<file path="src/rtl/pds_pkg.sv">
// Package for the distinct prime factor sum block.
// Holds the control state type and fixed constants; no dependencies.
package pds_pkg;

  typedef enum logic [1:0] {
    ST_IDLE,
    ST_STRIP,
    ST_DIV_GO,
    ST_DIV_WAIT
  } state_t;

  localparam int FIRST_ODD  = 3;
  localparam int TRIAL_STEP = 2;
  localparam int EVEN_PRIME = 2;

endpackage

</file>
<file path="src/rtl/pds_div.sv">
// Bit-serial restoring divider: one quotient bit per cycle.
// Standalone; used by prime_divisor_sum_top for trial division.
module pds_div #(
  parameter int W = 31
) (
  input  logic         clk,
  input  logic         rst_n,
  input  logic         go,
  input  logic [W-1:0] dividend,
  input  logic [W-1:0] divisor,
  output logic         done,
  output logic [W-1:0] quotient,
  output logic [W-1:0] remainder
);

  localparam int CW = $clog2(W + 1);

  logic          busy_r, busy_nxt;
  logic          done_r, done_nxt;
  logic [CW-1:0] cnt_r, cnt_nxt;
  logic [W-1:0]  rem_r, rem_nxt;
  logic [W-1:0]  quo_r, quo_nxt;
  logic [W-1:0]  dvs_r, dvs_nxt;
  logic [W:0]    shifted;
  logic [W:0]    diff;

  assign shifted = {rem_r, quo_r[W-1]};
  assign diff    = shifted - {1'b0, dvs_r};

  always_comb begin
    busy_nxt = busy_r;
    done_nxt = 1'b0;
    cnt_nxt  = cnt_r;
    rem_nxt  = rem_r;
    quo_nxt  = quo_r;
    dvs_nxt  = dvs_r;
    if (go) begin
      busy_nxt = 1'b1;
      cnt_nxt  = CW'(W);
      rem_nxt  = '0;
      quo_nxt  = dividend;
      dvs_nxt  = divisor;
    end else if (busy_r) begin
      if (!diff[W]) begin
        rem_nxt = diff[W-1:0];
        quo_nxt = {quo_r[W-2:0], 1'b1};
      end else begin
        rem_nxt = shifted[W-1:0];
        quo_nxt = {quo_r[W-2:0], 1'b0};
      end
      cnt_nxt = cnt_r - CW'(1);
      if (cnt_r == CW'(1)) begin
        busy_nxt = 1'b0;
        done_nxt = 1'b1;
      end
    end
  end

  always_ff @(posedge clk) begin
    if (!rst_n) begin
      busy_r <= 1'b0;
      done_r <= 1'b0;
      cnt_r  <= '0;
    end else begin
      busy_r <= busy_nxt;
      done_r <= done_nxt;
      cnt_r  <= cnt_nxt;
    end
  end

  always_ff @(posedge clk) begin
    rem_r <= rem_nxt;
    quo_r <= quo_nxt;
    dvs_r <= dvs_nxt;
  end

  assign done      = done_r;
  assign quotient  = quo_r;
  assign remainder = rem_r;

endmodule

</file>
<file path="src/rtl/prime_divisor_sum_top.sv">
// Sum of distinct prime factors by odd trial division, W = VALUE_WIDTH.
// Inputs 0 and 1 give their result straight from idle; otherwise factors of two are
// stripped first, then each trial division is run through the bit-serial divider.
// One item at a time: busy drops with the result strobe, next start taken in that cycle.
// Reset (synchronous, rst_n low) returns to idle and drops busy and out_valid.
module prime_divisor_sum_top #(
  parameter int VALUE_WIDTH = 31
) (
  input  logic                   clk,
  input  logic                   rst_n,
  input  logic                   start,
  output logic                   busy,
  input  logic [VALUE_WIDTH-1:0] in_value_in,
  output logic                   out_valid,
  output logic [VALUE_WIDTH-1:0] out_prime_sum
);

  localparam int W = VALUE_WIDTH;

  pds_pkg::state_t state_r, state_nxt;
  logic         inner_r, inner_nxt;
  logic         out_valid_r, out_valid_nxt;
  logic [W-1:0] n_r, n_nxt;
  logic [W-1:0] d_r, d_nxt;
  logic [W-1:0] total_r, total_nxt;
  logic [W-1:0] out_sum_r, out_sum_nxt;
  logic         div_go;
  logic         div_done;
  logic [W-1:0] div_quo;
  logic [W-1:0] div_rem;

  pds_div #(.W(W)) u_div (
    .clk       (clk),
    .rst_n     (rst_n),
    .go        (div_go),
    .dividend  (n_r),
    .divisor   (d_r),
    .done      (div_done),
    .quotient  (div_quo),
    .remainder (div_rem)
  );

  always_comb begin
    state_nxt     = state_r;
    inner_nxt     = inner_r;
    out_valid_nxt = 1'b0;
    n_nxt         = n_r;
    d_nxt         = d_r;
    total_nxt     = total_r;
    out_sum_nxt   = out_sum_r;
    div_go        = 1'b0;
    case (state_r)
      pds_pkg::ST_IDLE: begin
        if (start) begin
          n_nxt     = in_value_in;
          d_nxt     = W'(pds_pkg::FIRST_ODD);
          inner_nxt = 1'b0;
          total_nxt = in_value_in[0] ? '0 : W'(pds_pkg::EVEN_PRIME);
          if (in_value_in[W-1:1] == '0) begin
            out_valid_nxt = 1'b1;
            out_sum_nxt   = '0;
          end else begin
            state_nxt = pds_pkg::ST_STRIP;
          end
        end
      end
      pds_pkg::ST_STRIP: begin
        if (!n_r[0]) begin
          n_nxt = {1'b0, n_r[W-1:1]};
        end else begin
          state_nxt = pds_pkg::ST_DIV_GO;
        end
      end
      pds_pkg::ST_DIV_GO: begin
        div_go    = 1'b1;
        state_nxt = pds_pkg::ST_DIV_WAIT;
      end
      pds_pkg::ST_DIV_WAIT: begin
        if (div_done) begin
          state_nxt = pds_pkg::ST_DIV_GO;
          if (inner_r) begin
            if (div_rem == '0) begin
              n_nxt = div_quo;
            end else begin
              inner_nxt = 1'b0;
              d_nxt     = d_r + W'(pds_pkg::TRIAL_STEP);
            end
          end else if (d_r > div_quo) begin
            out_valid_nxt = 1'b1;
            out_sum_nxt   = (n_r[W-1:1] != '0) ? total_r + n_r : total_r;
            state_nxt     = pds_pkg::ST_IDLE;
          end else if (div_rem == '0) begin
            total_nxt = total_r + d_r;
            n_nxt     = div_quo;
            inner_nxt = 1'b1;
          end else begin
            d_nxt = d_r + W'(pds_pkg::TRIAL_STEP);
          end
        end
      end
      default: begin
        state_nxt = pds_pkg::ST_IDLE;
      end
    endcase
  end

  always_ff @(posedge clk) begin
    if (!rst_n) begin
      state_r     <= pds_pkg::ST_IDLE;
      inner_r     <= 1'b0;
      out_valid_r <= 1'b0;
    end else begin
      state_r     <= state_nxt;
      inner_r     <= inner_nxt;
      out_valid_r <= out_valid_nxt;
    end
  end

  always_ff @(posedge clk) begin
    n_r       <= n_nxt;
    d_r       <= d_nxt;
    total_r   <= total_nxt;
    out_sum_r <= out_sum_nxt;
  end

  assign busy          = (state_r != pds_pkg::ST_IDLE);
  assign out_valid     = out_valid_r;
  assign out_prime_sum = out_sum_r;

endmodule

</file>
<file path="config.mk">
export PLATFORM = sky130hd
export DESIGN_NAME = prime_divisor_sum_top
export DESIGN_NICKNAME = d
export VERILOG_FILES = /design/src/rtl/pds_pkg.sv /design/src/rtl/pds_div.sv /design/src/rtl/prime_divisor_sum_top.sv
export SDC_FILE = /design/constraint.sdc
export NUM_CORES = 1
export LEC_CHECK = 0
export ABC_AREA = 1
export BUFFER_PORTS_ARGS = -buffer_cell sky130_fd_sc_hd__buf_2
export CORE_ASPECT_RATIO = 0.5
export CORE_MARGIN = 5
export CORE_UTILIZATION = 50
export DETAILED_ROUTE_END_ITERATION = 6
export GPL_TIMING_DRIVEN = 0
export HOLD_SLACK_MARGIN = 0.06
export MAX_ROUTING_LAYER = met4
export PLACE_DENSITY = 0.67
export SLEW_MARGIN = 20
export SYNTH_ARGS = -nofsm -noshare
export SYNTH_HDL_FRONTEND = slang
export SYNTH_HIERARCHICAL = 1
export SYNTH_SLANG_ARGS = --single-unit
</file>
<file path="constraint.sdc">
create_clock -name clk -period 6.6 [get_ports clk]
set_input_delay 1.98 -clock clk [delete_from_list [all_inputs] [get_ports clk]]
set_output_delay 1.98 -clock clk [all_outputs]
set_load 0.02 [all_outputs]
</file>
## Yosys cells after proc, flatten, opt, wreduce, memory -nomap -nowiden

Cells that the tools add are included.

| storage, ports and cells | value |
|---|---|
| register bits after elaboration | 228 |
| output and inout bits | 33 |
| word-level logic and storage cells | 110 |

| operators by class | value |
|---|---|
| $add $sub $neg | 5 |
| $lt $le $gt $ge | 1 |
| equal/unequal tests | 15 |
| mux-type cells | 57 |
| bitwise logic cells | 2 |
| reductions and logical operators | 16 |

Operators with widths:

| cell | number |
|---|---|
| $mux 31 | 25 |
| $pmux 31 s2 | 3 |
| $pmux 31 s3 | 1 |
| $add 31x31->31 | 2 |
| $sub 32x31->32 | 1 |
| $add 31x2->31 const B | 1 |
| $gt 31x31->1 | 1 |
| $logic_not 31->1 | 1 |
| $logic_not 30->1 | 1 |
| $reduce_bool 30->1 | 1 |
| $ne 2x2->1 const B | 9 |
| $mux 1 | 16 |
| $mux 2 | 7 |
| $reduce_and 4->1 | 3 |
| $reduce_and 6->1 | 2 |
| $mux 5 | 2 |
| $pmux 2 s4 | 1 |
| $reduce_bool 2->1 | 3 |
| $eq 5x1->1 const B | 1 |
| $reduce_and 5->1 | 1 |
| $sub 5x1->5 const B | 1 |
| $eq 2x2->1 const B | 2 |
| $pmux 1 s2 | 2 |
| $ne 3x3->1 const B | 1 |
| 7 further kinds | 8 |

## Longest topological paths before layout

| depth | value |
|---|---|
| depth after elaboration | 6 |
| depth in mapped cells | 17 |
| mapped depth without buffers | 16 |

## Cells and area by module

The synthesis kept the hierarchy.

Modules (own cells, without submodules):

| module | instances | cells each | area each (µm²) | seq. area each (µm²) |
|---|---|---|---|---|
| prime_divisor_sum_top | 1 | 1,535 | 11,202.0 | 3,773.6 |
| pds_div | 1 | 988 | 6,657.6 | 2,622.5 |

## Worst setup path before layout

No wires, ideal clock.

| path | value |
|---|---|
| path kind | input to register |
| from | in start |
| to | reg n_r[10], enable pin |
| setup time | 455 ps |
| arrival time | 4,316 ps |
| required time | 6,145 ps |
| setup slack | 1,829 ps |
| stages on the path | 6 |
| cell sequence | inv_1 -> nand2_1 -> nand2_1 -> inv_1 -> nand2_1 -> nor3_1 |

| between the ends | value |
|---|---|
| cells in the longest elaborated chain, start to end | 2 |

RTL lines:

| what | RTL line | text |
|---|---|---|
| start: declaration | prime_divisor_sum_top.sv:11 | `input logic start,` |
| $ne 2x2->1 (no line) | -- |  |
| $reduce_and 5->1 (no line) | -- |  |
| end signal: assignment | prime_divisor_sum_top.sv:120 | `n_r <= n_nxt;` |
| end: declaration | prime_divisor_sum_top.sv:23 | `logic [W-1:0] n_r, n_nxt;` |

No other way between the ends.
A chain may end at the register's enable or synchronous reset.

## Worst setup path in the final report

| path | value |
|---|---|
| from | reg d_r[17] |
| to | reg n_r[23], enable pin |

| between the ends | value |
|---|---|
| cells in the longest elaborated chain, start to end | 3 |

RTL lines:

| what | RTL line | text |
|---|---|---|
| start: declaration | prime_divisor_sum_top.sv:24 | `logic [W-1:0] d_r, d_nxt;` |
| start signal: assignment | prime_divisor_sum_top.sv:121 | `d_r <= d_nxt;` |
| $gt 31x31->1 | prime_divisor_sum_top.sv:88 | `end else if (d_r > div_quo) begin` |
| $ne 3x3->1 (no line) | -- |  |
| $reduce_and 5->1 (no line) | -- |  |

No other way between the ends.

==> results.toml <==
[pwr]
max-vdd-ir-drop_uv = 253
p_per_area_mw_per_mm2 = 534
finalPower_uw = 10600
leakagePower_uw = 0.00961

[grt]
antenna_found_initial = 1
grt_start_max_net_pins = 34
use_met2_pct = 48.0
top_usage_layer = "met2"
grtUsageMet1_pct = 39.0
grt_util_met3_pct = 5.57
grt_pass1_vias = 16000
grt.overflow.total = 0
grt_pass1_wl_um = 89500
track_usage_pct = 29.9

[cts]
tritoncts = "yes"
clk_latency_ps = 570
cts_root_buffer = "clkbuf_16"
postCtsSetupRepairBufs = 0
clock_sinks = 227
cts_hold_buf = 0
htreeDepth = 1
cts_buffers = 24
ctsResizeCount = 0
clkTransAtPathRegs_ps = 70
max-clock-path-buffers = 3

[sta]
worst_slew_pin_slew_ps = 844
hold-worst-slack_ps = 483
rsz0062_at_grt = "false"
finalHoldViolCount = 0
finalMaxSlewViolations = 0
clock-skew-final_ps = 37.7
tns_ps = 0
slew_headroom_pct = 43.8
max_freq_mhz = 274
period_share_pct = 55.2
period_minus_slack_ps = 3640
setup_viol = 0

[routing]
first_pass_iters = 7
drc = 5
num_vias = 16900
post_drt_wl_per_cell_um = 19.1
drt-initial-drc-count = 1619
drt-vias-per-instance = 5.44
routed_wirelength_um = 59400
ant_nets = 0

[die]
io_pins = 67
die_x_um = 277
core-area_mm2 = 0.0348
initial_core_util_pct = 51.3
dieArea_mm2 = 0.0398
die_h_um = 144
rows = 48

[run_status]
violations = "design-rule violations"
status = "finished with violations"

[setup_path]
criticalPathCategory = "flop to flop"
cp-start-kind = "flop"
critPathArrivalTime_ps = 3910
critPathCaptureType = "flop"
critical_path_required_ps = 6870
worst-r2r-setup-slack_ps = 2960
crit_fanout = 10

[layout]
drive_above_1_share_pct = 8.45
fin_area_mm2 = 0.0197
nFillCells = 3441
regArea_mm2 = 0.00640
nNetsFinal = 2786
fin_util_pct = 56.7
multiInputGateArea_mm2 = 0.00970
final_common_cell = "nand2_1"
mostFrequentLayoutCells = "nand2_1, inv_1, nor2_1"
area_growth_pct = 10.6

[logic_synthesis]
synth_cell_types = 54
ys_warn_count = 6
synthFlopType = "edfxtp_1"
syn_area_mm2 = 0.0179
synthCells = 2523
seq_area_frac_synth_pct = 35.8
synth_enable_flop_cells = 185
synth_nets = 2688
syn_avg_cell_area_um2 = 7.08
ys_seq_elements = 227
async_flop_share_pct = 0

[run]
cap_violations = 0

[place]
dp_hpwl_um = 47200
gp_congestion = 0.995
place_area_mm2 = 0.0189
io_buffers = 66

[hold_path]
hp-class = "flop to flop"
-- worst max-delay path, stage by stage, from the launching register on --
cell      delay, ps
edfxtp_1        740
ha_1            340
nand2_1         150
inv_1            60
nand2_1          70
nand2_1          50
nand2_1          50
nand2_1          70
a21oi_1         170
nand2_1         140
nand4_1         140
nand2_1         150
nor3_2          560
buf_6           240
buf_4           220
buf_4           200
-- kinds of logic after synthesis --
logic type,count (synthesis),share of synthesized area (%)
multiplexers,1,0.0560
buffers and inverters,455,10.0
XOR/XNOR,49,2.40
flip-flops,227,35.8
other,1,0.0210
AND/OR/NAND/NOR,1304,31.2
adder cells (fa/ha/maj),131,9.30
AO/OA/AOI/OAI,355,11.1
-- sequential cells by signal (all words and copies together) (netlist names) --
signal,cells
state_r,2
u_div/cnt_r,5
u_div/quotient,31
n_r,31
out_prime_sum,31
inner_r,1
out_valid,1
d_r,30
u_div/dvs_r,31
u_div/done,1
u_div/remainder,31
total_r,31
u_div/busy_r,1
-- stage by stage --
step	setup slack [ps]	instances
after CTS	2990	3113
after global placement	451	3064
after detailed placement	2510	3070
after global routing	2730	3114
after floorplan	1830	2523
final	2960	3114
-- cell usage after synthesis (21+ instances only) --
| cell | instances | share of area [%] |
|---|---|---|
| o21ai_0 | 93 | 2.6 |
| a22oi_1 | 29 | 1.2 |
| nand2_1 | 771 | 16 |
| dfxtp_1 | 42 | 4.7 |
| xor2_1 | 24 | 1.2 |
| clkbuf_1 | 26 | 0.55 |
| nor3_1 | 21 | 0.59 |
| ha_1 | 128 | 9.0 |
| edfxtp_1 | 185 | 31 |
| nand3_1 | 136 | 3.8 |
| inv_1 | 385 | 8.1 |
| nor2_1 | 238 | 5.0 |
| a21oi_1 | 164 | 4.6 |
| nand4_1 | 38 | 1.3 |
| xnor2_1 | 25 | 1.2 |
-- path summary, 6_finish.rpt --
path | depth (start not counted) | end | from
max | 15 | n_r[23] | d_r[17]
min | 2 | u_div/cnt_r[4] | u_div/cnt_r[4]
max reg2reg | 15 | n_r[23] | d_r[17]
min reg2reg | 2 | u_div/cnt_r[4] | u_div/cnt_r[4]
-- per-layer routing --
layer / vias to the layer above / part of all wire, %
li1: 8416 / -
met1: 7741 / 44
met2: 654 / 44
met3: 116 / 8.6
met4: 0 / 3.6
met5: - / 0
-- area by class of cell --
| cell class | count | share of cell area, % |
|---|---|---|
| multi-input cells | 1841 | 49.1 |
| flip-flops and latches | 227 | 32.4 |
| inverters | 405 | 7.70 |
| clock buffers | 31 | 3.28 |
| well taps | 475 | 3.01 |
| repair buffers | 72 | 2.04 |
| plain buffers | 50 | 1.36 |
| clock inverters | 12 | 1.10 |
| diodes | 1 | 0.0127 |
-- where the power goes --
group | total [uW] | switching [uW] | internal [uW]
clock | 1540 | 614 | 929
combinational | 5750 | 3930 | 1820
sequential | 3260 | 854 | 2400
total | 10600 | 5400 | 5150
No activity file was read; power rests on OpenSTA's default activity.
